File: src/rtl/lrubt_pkg.sv
// ----------------------------------------------------------------------------
// lrubt_pkg
// Shared constants, codes and beat types of the LRU register binding table.
// ----------------------------------------------------------------------------
package lrubt_pkg;

  localparam int NUM_SLOTS  = 7;
  localparam int ID_WIDTH   = 16;
  localparam int ADDR_WIDTH = 16;
  localparam int SLOT_W     = (NUM_SLOTS > 1) ? $clog2(NUM_SLOTS) : 1;
  localparam int REG_W      = 4;
  localparam int STATUS_W   = 3;
  localparam int MODE_W     = 2;

  localparam logic [REG_W-1:0]      REG_BASE         = REG_W'(2);
  localparam logic [ADDR_WIDTH-1:0] NEAR_LIMIT_RESET = ADDR_WIDTH'(50);

  // Operation codes.
  localparam logic [MODE_W-1:0] MODE_LOAD  = 2'd0;
  localparam logic [MODE_W-1:0] MODE_MARK  = 2'd1;
  localparam logic [MODE_W-1:0] MODE_CLEAR = 2'd2;
  localparam logic [MODE_W-1:0] MODE_KEEP  = 2'd3;

  // Result status codes.
  localparam logic [STATUS_W-1:0] ST_HIT        = 3'd0;
  localparam logic [STATUS_W-1:0] ST_FREE_FILL  = 3'd1;
  localparam logic [STATUS_W-1:0] ST_REPLACED   = 3'd2;
  localparam logic [STATUS_W-1:0] ST_MARKED     = 3'd3;
  localparam logic [STATUS_W-1:0] ST_NOT_LOADED = 3'd4;
  localparam logic [STATUS_W-1:0] ST_FLUSH      = 3'd5;

  typedef struct packed {
    logic [MODE_W-1:0]     mode;
    logic [ID_WIDTH-1:0]   var_id;
    logic [ADDR_WIDTH-1:0] var_addr;
    logic                  real_load;
    logic                  quiet;
    logic                  skip_local;
  } in_t;

  typedef struct packed {
    logic [REG_W-1:0]      reg_num;
    logic [STATUS_W-1:0]   status;
    logic                  fill_valid;
    logic [ADDR_WIDTH-1:0] fill_addr;
    logic                  fill_far;
    logic                  writeback_valid;
    logic [REG_W-1:0]      writeback_reg;
    logic [ADDR_WIDTH-1:0] writeback_addr;
    logic                  writeback_far;
    logic                  scratch_preserve;
    logic                  last;
  } out_t;

  // Commands from the controller to the datapath.
  typedef struct packed {
    logic take;         // capture the input beat
    logic single;       // run a load or mark and emit its one result
    logic flush_start;  // snapshot the entries to be written back
    logic flush_step;   // examine one age, emit a beat if an entry has it
    logic flush_end;    // finish a flush, emptying the table on clear
  } cmd_t;

  // Status from the datapath to the controller.
  typedef struct packed {
    logic is_flush;
    logic out_free;
    logic pending_empty;
  } stat_t;

endpackage

File: src/rtl/lru_register_binding_table.sv
// ----------------------------------------------------------------------------
// lru_register_binding_table
// Fully associative LRU table binding variable ids to working registers.
// ----------------------------------------------------------------------------
// A load or mark-dirty beat is first captured and then given the parallel
// tag match, LRU update and result, which waits only while the output
// register is held by a stalled beat. Clear and flush-keep capture the beat,
// snapshot the entries to be written back, take one scan step per age up to
// the oldest entry written back and then finish; the age scan emits at most
// one writeback beat per step, youngest entry first. No new beat is accepted
// until the current one has finished.
module lru_register_binding_table (
  input  logic                             clk,
  input  logic                             rst,
  input  logic                             cfg_we,
  input  logic [lrubt_pkg::ADDR_WIDTH-1:0] cfg_wdata,
  input  logic                             in_valid,
  output logic                             in_stall,
  input  lrubt_pkg::in_t                   in_data,
  output logic                             out_valid,
  input  logic                             out_stall,
  output lrubt_pkg::out_t                  out_data
);
  import lrubt_pkg::*;

  cmd_t  cmd;
  stat_t stat;

  lrubt_ctrl u_ctrl (
    .clk      (clk),
    .rst      (rst),
    .in_valid (in_valid),
    .in_stall (in_stall),
    .stat     (stat),
    .cmd      (cmd)
  );

  lrubt_datapath u_datapath (
    .clk       (clk),
    .rst       (rst),
    .cfg_we    (cfg_we),
    .cfg_wdata (cfg_wdata),
    .in_data   (in_data),
    .out_data  (out_data),
    .out_valid (out_valid),
    .out_stall (out_stall),
    .cmd       (cmd),
    .stat      (stat)
  );

  // Once a beat is taken, the input stays closed while it is worked on.
  assert property (@(posedge clk) disable iff (rst)
    (in_valid && !in_stall) |=> in_stall)
    else $error("input accepted while a beat was in progress");

  // A load or mark always produces one final result beat.
  assert property (@(posedge clk) disable iff (rst)
    cmd.single |=> (out_valid && out_data.last))
    else $error("single operation did not present a final result");

  // Every flush beat carries a writeback.
  assert property (@(posedge clk) disable iff (rst)
    (out_valid && (out_data.status == ST_FLUSH)) |-> out_data.writeback_valid)
    else $error("flush beat without writeback");

endmodule

File: src/rtl/lrubt_ctrl.sv
// ----------------------------------------------------------------------------
// lrubt_ctrl
// Sequencer: captures a beat, runs a single lookup or steps a flush scan.
// ----------------------------------------------------------------------------
module lrubt_ctrl (
  input  logic           clk,
  input  logic           rst,
  input  logic           in_valid,
  output logic           in_stall,
  input  lrubt_pkg::stat_t stat,
  output lrubt_pkg::cmd_t  cmd
);
  import lrubt_pkg::*;

  localparam logic [1:0] S_IDLE  = 2'd0;
  localparam logic [1:0] S_EXEC  = 2'd1;
  localparam logic [1:0] S_FLUSH = 2'd2;

  logic [1:0] state;
  logic [1:0] state_next;

  always_ff @(posedge clk) begin
    if (rst) begin
      state <= S_IDLE;
    end else begin
      state <= state_next;
    end
  end

  always_comb begin
    state_next = state;
    cmd        = '0;
    in_stall   = 1'b1;
    unique case (state)
      S_IDLE: begin
        in_stall = 1'b0;
        if (in_valid) begin
          cmd.take   = 1'b1;
          state_next = S_EXEC;
        end
      end
      S_EXEC: begin
        if (stat.is_flush) begin
          cmd.flush_start = 1'b1;
          state_next      = S_FLUSH;
        end else if (stat.out_free) begin
          cmd.single = 1'b1;
          state_next = S_IDLE;
        end
      end
      S_FLUSH: begin
        if (stat.pending_empty) begin
          cmd.flush_end = 1'b1;
          state_next    = S_IDLE;
        end else if (stat.out_free) begin
          cmd.flush_step = 1'b1;
        end
      end
      default: begin
        state_next = S_IDLE;
      end
    endcase
  end

endmodule

File: src/rtl/lrubt_datapath.sv
// ----------------------------------------------------------------------------
// lrubt_datapath
// Slot table, tag match, LRU ages, flush scan and the output register.
// ----------------------------------------------------------------------------
module lrubt_datapath (
  input  logic                              clk,
  input  logic                              rst,
  input  logic                              cfg_we,
  input  logic [lrubt_pkg::ADDR_WIDTH-1:0]  cfg_wdata,
  input  lrubt_pkg::in_t                    in_data,
  output lrubt_pkg::out_t                   out_data,
  output logic                              out_valid,
  input  logic                              out_stall,
  input  lrubt_pkg::cmd_t                   cmd,
  output lrubt_pkg::stat_t                  stat
);
  import lrubt_pkg::*;

  logic [ADDR_WIDTH-1:0] near_limit;
  in_t                   item;

  logic [NUM_SLOTS-1:0]  slot_valid;
  logic [NUM_SLOTS-1:0]  slot_dirty;
  logic [SLOT_W-1:0]     slot_age  [NUM_SLOTS];
  logic [ID_WIDTH-1:0]   slot_var  [NUM_SLOTS];
  logic [ADDR_WIDTH-1:0] slot_addr [NUM_SLOTS];

  logic [NUM_SLOTS-1:0]  pending;
  logic [SLOT_W-1:0]     flush_age;

  logic [NUM_SLOTS-1:0]  slot_far;
  logic [NUM_SLOTS-1:0]  qualify;
  logic [NUM_SLOTS-1:0]  match;
  logic                  hit;
  logic                  any_free;
  logic                  match_any;
  logic [SLOT_W-1:0]     hit_slot;
  logic [SLOT_W-1:0]     free_slot;
  logic [SLOT_W-1:0]     victim_slot;
  logic [SLOT_W-1:0]     flush_slot;
  logic [SLOT_W-1:0]     sel_slot;
  logic                  only_far;
  logic                  out_load;
  out_t                  out_next;

  always_ff @(posedge clk) begin
    if (rst) begin
      near_limit <= NEAR_LIMIT_RESET;
    end else if (cfg_we) begin
      near_limit <= cfg_wdata;
    end
  end

  always_ff @(posedge clk) begin
    if (cmd.take) begin
      item <= in_data;
    end
  end

  // Per-slot match, free and victim search; the lowest index wins except for
  // the victim, where the highest index holding the oldest age wins.
  always_comb begin
    hit         = 1'b0;
    any_free    = 1'b0;
    match_any   = 1'b0;
    hit_slot    = '0;
    free_slot   = '0;
    victim_slot = '0;
    flush_slot  = '0;
    only_far    = (item.mode == MODE_CLEAR) && item.skip_local;
    for (int i = NUM_SLOTS - 1; i >= 0; i--) begin
      slot_far[i] = slot_addr[i] > near_limit;
      qualify[i]  = slot_valid[i] && slot_dirty[i] && (!only_far || slot_far[i]);
      match[i]    = pending[i] && (slot_age[i] == flush_age);
      if (slot_valid[i] && (slot_var[i] == item.var_id)) begin
        hit      = 1'b1;
        hit_slot = SLOT_W'(i);
      end
      if (!slot_valid[i]) begin
        any_free  = 1'b1;
        free_slot = SLOT_W'(i);
      end
      if (match[i]) begin
        match_any  = 1'b1;
        flush_slot = SLOT_W'(i);
      end
    end
    for (int i = 0; i < NUM_SLOTS; i++) begin
      if (slot_age[i] == SLOT_W'(NUM_SLOTS - 1)) begin
        victim_slot = SLOT_W'(i);
      end
    end
    priority if (hit) begin
      sel_slot = hit_slot;
    end else if (any_free) begin
      sel_slot = free_slot;
    end else begin
      sel_slot = victim_slot;
    end
  end

  // Slot control state: valid, dirty and age.
  always_ff @(posedge clk) begin
    if (rst) begin
      slot_valid <= '0;
      slot_dirty <= '0;
      for (int i = 0; i < NUM_SLOTS; i++) begin
        slot_age[i] <= '0;
      end
    end else if (cmd.single && (item.mode == MODE_LOAD)) begin
      for (int i = 0; i < NUM_SLOTS; i++) begin
        if (SLOT_W'(i) == sel_slot) begin
          slot_age[i] <= '0;
        end else if (slot_valid[i] && (!hit || (slot_age[i] < slot_age[sel_slot]))) begin
          slot_age[i] <= slot_age[i] + SLOT_W'(1);
        end
      end
      if (!hit) begin
        slot_valid[sel_slot] <= 1'b1;
        slot_dirty[sel_slot] <= 1'b0;
      end
    end else if (cmd.single && (item.mode == MODE_MARK) && hit) begin
      slot_dirty[hit_slot] <= 1'b1;
    end else if (cmd.flush_end && (item.mode == MODE_CLEAR)) begin
      slot_valid <= '0;
      slot_dirty <= '0;
      for (int i = 0; i < NUM_SLOTS; i++) begin
        slot_age[i] <= '0;
      end
    end
  end

  always_ff @(posedge clk) begin
    if (cmd.single && (item.mode == MODE_LOAD) && !hit) begin
      slot_var[sel_slot]  <= item.var_id;
      slot_addr[sel_slot] <= item.var_addr;
    end
  end

  // Flush scan: one age per step, youngest first.
  always_ff @(posedge clk) begin
    if (rst) begin
      pending   <= '0;
      flush_age <= '0;
    end else if (cmd.flush_start) begin
      pending   <= qualify;
      flush_age <= '0;
    end else if (cmd.flush_step) begin
      pending   <= pending & ~match;
      flush_age <= flush_age + SLOT_W'(1);
    end
  end

  always_comb begin
    out_next = '0;
    if (cmd.flush_step) begin
      out_next.reg_num         = REG_W'(flush_slot) + REG_BASE;
      out_next.status          = ST_FLUSH;
      out_next.writeback_valid = 1'b1;
      out_next.writeback_reg   = REG_W'(flush_slot) + REG_BASE;
      out_next.writeback_addr  = slot_addr[flush_slot];
      out_next.writeback_far   = slot_far[flush_slot];
      out_next.last            = (pending & ~match) == '0;
    end else if (item.mode == MODE_LOAD) begin
      out_next.reg_num = REG_W'(sel_slot) + REG_BASE;
      out_next.last    = 1'b1;
      priority if (hit) begin
        out_next.status = ST_HIT;
      end else if (any_free) begin
        out_next.status = ST_FREE_FILL;
      end else begin
        out_next.status = ST_REPLACED;
      end
      if (!hit) begin
        out_next.fill_valid = item.real_load;
        out_next.fill_addr  = item.real_load ? item.var_addr : '0;
        out_next.fill_far   = item.real_load && (item.var_addr > near_limit);
        if (!any_free && slot_dirty[victim_slot]) begin
          out_next.writeback_valid = 1'b1;
          out_next.writeback_reg   = REG_W'(victim_slot) + REG_BASE;
          out_next.writeback_addr  = slot_addr[victim_slot];
          out_next.writeback_far   = slot_far[victim_slot];
        end
      end
      out_next.scratch_preserve = item.quiet &&
                                  (out_next.fill_far || out_next.writeback_far);
    end else begin
      out_next.last = 1'b1;
      if (hit) begin
        out_next.reg_num = REG_W'(hit_slot) + REG_BASE;
        out_next.status  = ST_MARKED;
      end else begin
        out_next.status  = ST_NOT_LOADED;
      end
    end
  end

  // A step that finds no entry at its age emits nothing.
  assign out_load = cmd.single || (cmd.flush_step && match_any);

  always_ff @(posedge clk) begin
    if (rst) begin
      out_valid <= 1'b0;
    end else if (out_load) begin
      out_valid <= 1'b1;
    end else if (!out_stall) begin
      out_valid <= 1'b0;
    end
  end

  always_ff @(posedge clk) begin
    if (out_load) begin
      out_data <= out_next;
    end
  end

  assign stat.is_flush      = (item.mode == MODE_CLEAR) || (item.mode == MODE_KEEP);
  assign stat.out_free      = !out_valid || !out_stall;
  assign stat.pending_empty = pending == '0;

endmodule
File: config.mk
export PLATFORM = sky130hd
export DESIGN_NAME = lru_register_binding_table
export DESIGN_NICKNAME = d
export VERILOG_FILES = /design/src/rtl/lrubt_pkg.sv /design/src/rtl/lru_register_binding_table.sv /design/src/rtl/lrubt_ctrl.sv /design/src/rtl/lrubt_datapath.sv
export SDC_FILE = /design/constraint.sdc
export NUM_CORES = 1
export LEC_CHECK = 0
export ABC_CLOCK_PERIOD_IN_PS = 12950
export BUFFER_PORTS_ARGS = -buffer_cell sky130_fd_sc_hd__buf_4
export CAP_MARGIN = 10
export CORE_MARGIN = 4
export CORE_UTILIZATION = 45
export CTS_BUF_LIST = sky130_fd_sc_hd__clkbuf_2
export DETAILED_ROUTE_END_ITERATION = 10
export HOLD_SLACK_MARGIN = 0.12
export PLACE_DENSITY = 0.71
export RECOVER_POWER = 100
export SETUP_SLACK_MARGIN = 0.5
export SLEW_MARGIN = 20
export SYNTH_ARGS = -nofsm -noshare
export SYNTH_HDL_FRONTEND = slang
export SYNTH_SLANG_ARGS = --single-unit
File: constraint.sdc
create_clock -name clk -period 12.95 [get_ports clk]
set_input_delay 0 -clock clk [delete_from_list [all_inputs] [get_ports clk]]
set_output_delay 0 -clock clk [all_outputs]
set_load 0.01 [all_outputs]
==> results of run 1 <==
## how the worst max path moves through the flow
| stage | depth (start not counted) | end | from |
|---|---|---|---|
| finish | 9 | u_datapath.slot_var[3][13] | u_datapath.slot_age[5][0] |
| global route | 9 | u_datapath.slot_addr[3][13] | u_datapath.slot_age[5][0] |
| CTS | 13 | u_datapath.slot_age[1][0] | u_datapath.item[27] |
| detailed placement | 13 | u_datapath.slot_age[1][0] | u_datapath.item[27] |
| global placement | 13 | u_datapath.slot_age[1][0] | u_datapath.item[27] |
| floorplan | 14 | u_datapath.slot_age[1][0] | u_datapath.item[31] |
## timing repair
action | CTS | global route
hold buffers | 185 | 0
hold endpoints to repair | 244 | 0
setup endpoints to repair | 0 | 0
## area by class of cell
type,count,area (µm²)
multi-input cells,1443,9790
flip-flops and latches,390,11200
well taps,607,759
clock buffers,141,706
fillers,4062,21500
repair buffers,313,2590
inverters,55,206
diodes,1,2.50
clock inverters,38,245
## flip-flops by register name, indices dropped and copies added, names as in the netlist
signal / count
u_datapath.slot_var: 112
u_datapath.flush_age: 3
u_datapath.slot_addr: 128
u_datapath.pending: 7
u_ctrl.state: 2
u_datapath.slot_valid: 7
u_datapath.slot_age: 21
u_datapath.slot_dirty: 7
u_datapath.out_data: 49
u_datapath.item: 37
u_datapath.out_valid: 1
u_datapath.near_limit: 16
## kinds of logic (layout without fill, tap and decap cells)
group / after synthesis / after routing
multiplexers: 31 / 31
adder cells (fa/ha/maj): 161 / 161
buffers and inverters: 148 / 547
flip-flops: 390 / 390
XOR/XNOR: 140 / 140
AO/OA/AOI/OAI: 435 / 435
other: 0 / 1
AND/OR/NAND/NOR: 676 / 676
## routing by layer
layer / share of wire / up-vias
met5: 0 / -
met4: 0.018 / 0
met3: 0.11 / 101
met2: 0.44 / 972
met1: 0.43 / 8531
li1: - / 8110
## report_power, final
part	leakage, nW	total [mW]	switching, mW	internal, mW
clock network	0.702	0.894	0.535	0.359
registers	3.53	1.43	0.0380	1.39
logic	5.35	0.260	0.141	0.119
total	9.57	2.58	0.714	1.86
## critical path, cell delays in order (launching register included)
cell      delay [ps]
dfxtp_1          450
inv_1             90
ha_1             210
and2_0           460
nand2b_1         570
nor2_1           290
a21oi_1          150
o21ai_0         1730
ha_1             400
and2_0          2380
## cell usage after synthesis, types with 3 or more instances
library cell and number:
nand2b_1 16, o21a_1 31, nand2_2 3, a311oi_1 26, a22o_1 4, nor2_1 101
buf_1 8, a31oi_1 41, nor3_1 32, mux2_4 3, dfxtp_1 52, or4_1 9
o21ai_0 43, clkbuf_1 69, buf_2 14, o22ai_1 23, o21ai_2 3, nand2_1 264
o211ai_1 17, a221oi_1 3, and3_1 17, a21oi_1 107, inv_1 54, nor4_1 18
o2111ai_1 7, xnor2_1 75, and4_1 7, nor3b_1 5, o21ai_1 5, edfxtp_1 338
nand3_1 62, nand3b_1 3, a22oi_1 3, or2_2 4, maj3_2 3, a21o_1 31
mux2i_1 28, xor2_1 65, nor2b_1 16, and2_1 57, nand4_1 47, a211oi_1 63
ha_1 158
## metrics by stage
| step | instances | hold slack [ps] | util | area (µm²) | setup WS, ps |
|---|---|---|---|---|---|
| CTS | 2987 | 211 | 0.549 | 25800 | 7490 |
| finish | 2988 | 313 | 0.543 | 25500 | 5700 |
| global route | 2988 | 300 | 0.543 | 25500 | 5340 |
| global placement | 2623 | 178 | 0.489 | 23000 | 7810 |
| floorplan | 1981 | 98.9 | - | 21600 | 8550 |
| detailed placement | 2623 | 179 | 0.489 | 23000 | 7580 |
==> results.cfg, run 1 <==
[logic_synthesis]
yosys.area.top_type = edfxtp_1
ys_types = 78
avgSynthCellArea_um2 = 10.9
synthXorXnorAreaFrac = 0.0568
seq_area_frac_synth = 0.519
synth_top_family_by_area = simple AND/OR/NAND/NOR gates
synthMuxAreaShare = 0.0151
syn-num-nets = 2197
netlist_area_mm2 = 0.0216
synth_compound_area_frac = 0.137
synth_cells = 1981
synthAdderAreaFrac = 0.0932
synthArstFlopShare = 0
synth_edf_count = 338
ys_ff_latch = 390
synth_top_cell_area_share = 0.470
yosys_most_used_dff = edfxtp_1
synth_area_leaders = edfxtp_1 (47%), ha_1 (9.2%), dfxtp_1 (4.8%)
synth-simple-area-share = 0.152
ys_warn_count = 0

[die]
die_h_um = 227
die_w_um = 227
ioPinCount = 109
die_area_mm2 = 0.0515
core_mm2 = 0.0470
start_util = 0.460
fp-row-count = 79

[clock_network]
cts_made_buffers = 100
post_cts_buffers = 0
h-tree-depth = 3
cts-root-buf = clkbuf_2
cts_tree = done
cts_resized = 0
clock-sinks = 390
clk_latency_ps = 1140
path_clk_slew_ps = 110
clock_path_buffers = 3

[run]
maxCapViolCount = 12

[sta]
setup_viol = 0
fmax_mhz = 138
slew_viol_final = 390
period_needed_ps = 7250
finClkSkew_ps = 110
hold_viol = 0
rsz0062_at_grt = false
finalCritPeriodShare = 0.560
slew_headroom = -1.18
tns_ps = 0
tightest_slew_ps = 3270

[min_path]
holdPathStages = 4
hold_start = rst
hold_end = u_datapath.near_limit[2]
hold_path.class = in -> reg

[drt]
via_per_inst = 5.93
drt_iter0_drc = 1940
firstDrtPassIters = 7
vias = 17714
route.detailed.drc = 0
wirelength_mm = 67.4
ant_nets = 0
wire_per_inst_um = 22.6

[global_routing]
grtUsageMet2 = 0.396
use_met3 = 0.0602
grt_antenna_before_repair = 1
grt_pass1_vias = 17327
grt.busiest_layer = met2
grt_pass1_wl_mm = 102
grt.total_usage = 0.259
grt_max_degree = 71
use_met1 = 0.371
grt-ovfl-total = 0

[worst_setup_path]
regToRegSetupSlack_ps = 5700
worstPathMaxFanout = 34
crit_required_ps = 13540
worstPathArrival_ps = 7850
rr_startpoint = u_datapath.slot_age[5][0]
crit_path_start_kind = flip-flop
r2r_cells = 9
critPathCaptureType = flip-flop
r2r-end = u_datapath.slot_var[3][13]
path_class = reg -> reg

[layout]
layout_commonest_cell = edfxtp_1
syn_to_final_growth_pct = 18.2
final_layout_size_suffix_gt1_frac = 0.108
final_cell_mix = edfxtp_1 (338), nand2_1 (262), dlygate4sd3_1 (185), ha_1 (158), clkbuf_2 (141)
final_nets = 2519

[status]
violations = capacitance limit, slew limit
outcome = finished with violations

[placement]
hpwl_mm = 45.2
io_buffers = 108
gp_congestion = 0.987

[pwr]
vdd_ir_drop_max_mv = 0.0805
totalPowerFinal_mw = 2.58
p_per_area_mw_per_mm2 = 101
p_leak_nw = 9.57
(Power assumes the default switching activity.)
==> run 2: changes to the inputs <==
Settings changed: ABC_CLOCK_PERIOD_IN_PS 12950 to 6100, PLACE_DENSITY 0.71 to 0.73.
Clock period 12.95 ns to 6.1 ns, I/O delays scaled along.
==> results.cfg, run 2 (same netlist as run 1, synthesis figures left out) <==
[clock_network]
clock-sinks = 390
cts_made_buffers = 102
clock_path_buffers = 3
clk_latency_ps = 1160
cts-root-buf = clkbuf_2
h-tree-depth = 3
post_cts_buffers = 0
cts_tree = done
path_clk_slew_ps = 100

[worst_setup_path]
crit_required_ps = 6720
critPathCaptureType = flip-flop
crit_chain = clkbuf_1, xor2_1, nor4_1, nand4_1, o22ai_1, nor3_1, o21ai_4, ha_1, and2_1
slowest_stage = and2_1
crit_family = simple AND/OR/NAND/NOR gates
path_class = reg -> reg
critical_path_buf_inv_count = 1
worstPathArrival_ps = 5890
cpPeakStageDelay_ps = 1480
crit_path_start_kind = flip-flop
worstPathMaxFanout = 34

[layout]
seq_area_mm2 = 0.0112
syn_to_final_growth_pct = 18.4
multi_input_area_mm2 = 0.00983
fillers = 4018
final_layout_size_suffix_gt1_frac = 0.111
fin_area_mm2 = 0.0256
largest_register_ffs = 128
final_cell_mix = edfxtp_1 (338), nand2_1 (264), dlygate4sd3_1 (185), ha_1 (158), clkbuf_2 (146)
top_regs = u_datapath.slot_addr (128), u_datapath.slot_var (112), u_datapath.out_data (49)
layout_commonest_cell = edfxtp_1
top_register = u_datapath.slot_addr
final_nets = 2525

[pwr]
p_int_mw = 3.86
p_clk_frac = 0.336
p_sw_frac = 0.285
vdd_ir_drop_max_mv = 0.219
pwr-share-seq = 0.560
p_leak_nw = 9.61
comb_power_share = 0.104
p_per_area_mw_per_mm2 = 211
netSwitchingPower_mw = 1.54

[sta]
setup_viol = 0
finalCritPeriodShare = 0.864
rsz0062_at_grt = false
finClkSkew_ps = 135
slew_viol_final = 167
tightest_slew_ps = 3030
slew_headroom = -1.02
hold_viol = 0
period_needed_ps = 5270
fmax_mhz = 190
tns_ps = 0

[global_routing]
use_met1 = 0.377
grt-ovfl-total = 0
grt.busiest_layer = met2
grt.total_usage = 0.263
grt_antenna_before_repair = 1
grt_pass1_vias = 17593
grtUsageMet2 = 0.400
grt_pass1_wl_mm = 104
grt_max_degree = 49
use_met3 = 0.0627

[status]
violations = capacitance limit, slew limit
outcome = finished with violations

[run]
maxCapViolCount = 5

[placement]
io_buffers = 108
gp_congestion = 0.936
hpwl_mm = 46.1
placed_cell_area_mm2 = 0.0230

[min_path]
hold_path.class = in -> reg

[drt]
drt_iter0_drc = 2108
ant_nets = 0
wirelength_mm = 68.5
via_per_inst = 5.98
wire_per_inst_um = 22.9
firstDrtPassIters = 6
vias = 17897
route.detailed.drc = 0

[die]
fp-row-count = 79
ioPinCount = 109
die_h_um = 227
core_mm2 = 0.0470
start_util = 0.460
die_area_mm2 = 0.0515
die_w_um = 227
==> run 2: cell count changes in the layout (fill, tap and decap cells not counted), moves of 2 or more <==
cell and change:
o2111ai_1 -2, inv_2 -2, nand2_2 -2, o2111ai_2 +2
inv_8 +3, and2_1 +2, clkbuf_2 +5, bufinv_16 -3
nand2_1 +2, and2_0 -4
==> run 2: cell type report <==
| class | count | area share |
|---|---|---|
| antenna | 1 | 0.0000979 |
| sequential | 390 | 0.438 |
| timing repair buffer | 317 | 0.104 |
| clock buffer | 143 | 0.0280 |
| tap | 607 | 0.0297 |
| inverter | 55 | 0.00808 |
| multi-input combinational | 1443 | 0.385 |
| clock inverter | 39 | 0.00793 |
==> run 2: layer usage <==
| layer | part of all wire | up-vias |
|---|---|---|
| met5 | 0 | - |
| met4 | 0.025 | 0 |
| met3 | 0.11 | 139 |
| met2 | 0.44 | 1002 |
| met1 | 0.43 | 8629 |
| li1 | - | 8127 |
==> run 2: tightest hold or removal path, stage by stage <==
cell	delay [ps]
dlygate4sd3_1	520
buf_4	280
nor3_2	170
nand2_1	100
a211oi_1	70
o2111ai_1	90
o221ai_2	90
==> run 2: stage by stage <==
stage                     setup WS [ps]  cells  hold WS, ps  total power, mW  utilization
after global routing                490   2995          270             5.64        0.544
after CTS                          1320   2994          164             5.44        0.550
after floorplan                    1700   1981         98.9             3.34            -
final                               831   2995          259             5.40        0.544
after global placement             1420   2626          178             3.52        0.490
after detailed placement           1360   2627          179             3.54        0.491
==> run 2: timing repair <==
action | 4_1_cts | 5_1_grt
endpoints found under the hold margin | 254 | 0
hold buffers | 185 | 0
resized for setup | 0 | 0
==> run 2: worst paths after layout <==
| check | from | end | slack, ps | cells after the start |
|---|---|---|---|---|
| worst max-delay path | u_datapath.item[27] | u_datapath.slot_addr[1][14] | 830 | 9 |
| worst min-delay path | rst | u_datapath.slot_age[6][2] | 260 | 7 |
| worst max register to register | u_datapath.item[27] | u_datapath.slot_addr[1][14] | 830 | 9 |
| worst min register to register | u_datapath.slot_dirty[3] | u_datapath.pending[3] | 490 | 2 |
==> run 2: power groups by stage <==
stage | Combinational, mW | Clock, mW | Sequential, mW
6_report | 0.563 | 1.82 | 3.02
5_1_grt | 0.611 | 2.00 | 3.03
4_1_cts | 0.558 | 1.86 | 3.02
3_5_place_dp | 0.460 | 0 | 3.08
3_3_place_gp | 0.447 | 0 | 3.08
2_1_floorplan | 0.305 | 0 | 3.04
==> run 3: changes to the inputs <==
Settings changed: ABC_AREA from default to 1, BUFFER_PORTS_ARGS -buffer_cell sky130_fd_sc_hd__buf_4 to default, DONT_BUFFER_PORTS from default to 1, PLACE_DENSITY 0.73 to 0.71.
==> results.cfg, run 3 <==
[sta]
fmax_mhz = 184
finClkSkew_ps = 127
tightest_slew_ps = 1950
finalCritPeriodShare = 0.891
slew_headroom = -0.298
period_needed_ps = 5440
slew_viol_final = 115
hold_viol = 0
setup_viol = 0
tns_ps = 0
rsz0062_at_grt = false

[worst_setup_path]
regToRegSetupSlack_ps = 660
crit_required_ps = 6930
worstPathArrival_ps = 6270
crit_top_cell = nand2_1
cpPeakStageDelay_ps = 1440
critical_path_buf_inv_count = 3
crit_path_start_kind = flip-flop
r2r-end = u_datapath.out_data[1]
path_class = reg -> reg
r2r_cells = 15
critPathLaunch = u_datapath.slot_age[2][0]
worstPathMaxFanout = 33
critical_path.endpoint = u_datapath.out_data[1]
slowest_stage = clkinv_1
critical_path_depth = 15
critPathCaptureType = flip-flop
rr_startpoint = u_datapath.slot_age[2][0]
crit_family = buffers and inverters
crit_chain = inv_1, ha_1, nand2_1, nand3_1, nand2_1, nand2_1, nand2_1, nand2_1, clkbuf_1, clkinv_1, o21ai_0, o21ai_0, nand2_1, nand3_1, a21oi_1

[layout]
largest_register_ffs = 128
final_layout_size_suffix_gt1_frac = 0.0904
fillers = 4598
top_regs = u_datapath.slot_addr (128), u_datapath.slot_var (112), u_datapath.out_data (49)
syn_to_final_growth_pct = 15.0
final_nets = 3012
final_cell_mix = nand2_1 (492), edfxtp_1 (338), inv_1 (293), nor2_1 (292), o21ai_0 (227)
top_register = u_datapath.slot_addr
layout_commonest_cell = nand2_1

[clock_network]
cts_made_buffers = 105
clk_latency_ps = 1170
post_cts_buffers = 0
cts-root-buf = clkbuf_2
cts_tree = done
clock-sinks = 390
holdBufCountCts = 168
path_clk_slew_ps = 100
clock_path_buffers = 3
cts_resized = 0
h-tree-depth = 3

[drt]
route.detailed.drc = 0
firstDrtPassIters = 6
vias = 20312
wirelength_mm = 77.9
wire_per_inst_um = 21.9
ant_nets = 0
drt_iter0_drc = 2121
via_per_inst = 5.72

[die]
fp-row-count = 82
core_mm2 = 0.0502
die_h_um = 233
die_area_mm2 = 0.0544
ioPinCount = 109
start_util = 0.455
die_w_um = 233

[pwr]
p_leak_nw = 10.9
netSwitchingPower_mw = 1.78
totalPowerFinal_mw = 5.97
p_per_area_mw_per_mm2 = 228
vdd_ir_drop_max_mv = 0.147
comb_power_share = 0.131
p_clk_frac = 0.356
p_int_mw = 4.19
p_sw_frac = 0.298
pwr-share-seq = 0.512

[logic_synthesis]
ys_types = 63
ys_warn_count = 0
yosys.area.top_type = edfxtp_1
netlist_area_mm2 = 0.0228
avgSynthCellArea_um2 = 8.85
synth_edf_count = 338
yosys_most_used_dff = edfxtp_1
seq_area_frac_synth = 0.490
ys_ff_latch = 390
synth_common_cells = nand2_1 (486), edfxtp_1 (338), nor2_1 (299)
synth_top_cell_area_share = 0.445
synthArstFlopShare = 0
synth_cells = 2577
synth_area_leaders = edfxtp_1 (44%), ha_1 (8.7%), nand2_1 (8.0%)
synth.most_common_cell = nand2_1
syn-num-nets = 2793

[global_routing]
grt-ovfl-total = 0
grt.total_usage = 0.285
grt_antenna_before_repair = 2
grt_pass1_vias = 20382
grt_max_degree = 76
grt_pass1_wl_mm = 118

[placement]
io_buffers = 0
gp_congestion = 0.976
hpwl_mm = 55.2

[status]
violations = capacitance limit, slew limit
outcome = finished with violations

[min_path]
holdPathStages = 4
hold_path.class = in -> reg

[run]
maxCapViolCount = 6
run 3: cell count changes in the layout (fill, tap and decap cells not counted), sizes merged, moves of 31 or more:
cell and change:
xor2 -54, nand3 +33, o21ai +180, nor2 +213
nand2 +245, o211ai +39, xnor2 -31, a21oi +65
and2 -56, inv +253, a211oi -55, a21o -31
clkbuf -86
run 3: cells by family (layout without fill, tap and decap cells):
| logic type | count (synthesis) | in the layout | synth area share |
|---|---|---|---|
| buf+inv | 399 | 699 | 0.0696 |
| other cells | 0 | 1 | 0 |
| simple gates | 1026 | 1026 | 0.195 |
| xor+xnor | 55 | 55 | 0.0211 |
| compound gates | 549 | 549 | 0.137 |
| flops | 390 | 390 | 0.490 |
| fa+ha+maj | 158 | 158 | 0.0866 |
run 3: cell type report:
| class | instances | area, µm² | share of cell area |
|---|---|---|---|
| diodes | 1 | 2.50 | 0.0000954 |
| clock buffers | 146 | 731 | 0.0279 |
| clock inverters | 42 | 367 | 0.0140 |
| inverters | 316 | 1190 | 0.0454 |
| multi-input cells | 1788 | 10000 | 0.383 |
| flip-flops and latches | 390 | 11200 | 0.427 |
| well taps | 672 | 841 | 0.0321 |
| repair buffers | 195 | 1870 | 0.0711 |
run 3: worst min-delay path by stage:
stage | startpoint | to | slack (ps)
2_1_floorplan | in_data[0] | u_datapath.item[0] | 100
3_3_place_gp | rst | u_ctrl.state[0] | 70
3_5_place_dp | rst | u_ctrl.state[0] | 80
4_1_cts | cfg_we | u_datapath.near_limit[1] | 160
5_1_grt | in_valid | u_ctrl.state[0] | 260
6_report | in_valid | u_ctrl.state[0] | 290
run 3: tightest hold or removal path, cell delays in order:
cell	delay, ps
dlygate4sd3_1	540
nand2_1	160
a21oi_1	90
dlygate4sd3_1	540
run 3: per-layer routing:
layer  track usage  up-vias  share of wire
met4         0.140        2          0.047
li1              -     9370              -
met2         0.458     1095           0.46
met3        0.0622      233          0.096
met1         0.365     9612           0.40
met5             0        -        0.00022
run 3: power by group through the flow:
stage          Clock (mW)  Sequential [mW]  Combinational, mW
6_report             2.13             3.06              0.784
5_1_grt              2.34             3.07              0.866
4_1_cts              2.18             3.06              0.768
3_5_place_dp            0             3.12              0.676
3_3_place_gp            0             3.11              0.656
2_1_floorplan           0             3.06              0.492
run 3: metrics by stage:
stage	setup slack, ps	util	instance area [µm²]	hold slack [ps]	std cells
after detailed placement	1120	0.469	23600	76.3	3193
after CTS	1090	0.525	26300	158	3549
after global placement	1150	0.469	23500	74.3	3193
final	663	0.523	26200	287	3550
after global routing	296	0.523	26200	258	3550
after floorplan	1930	-	22800	98.9	2577
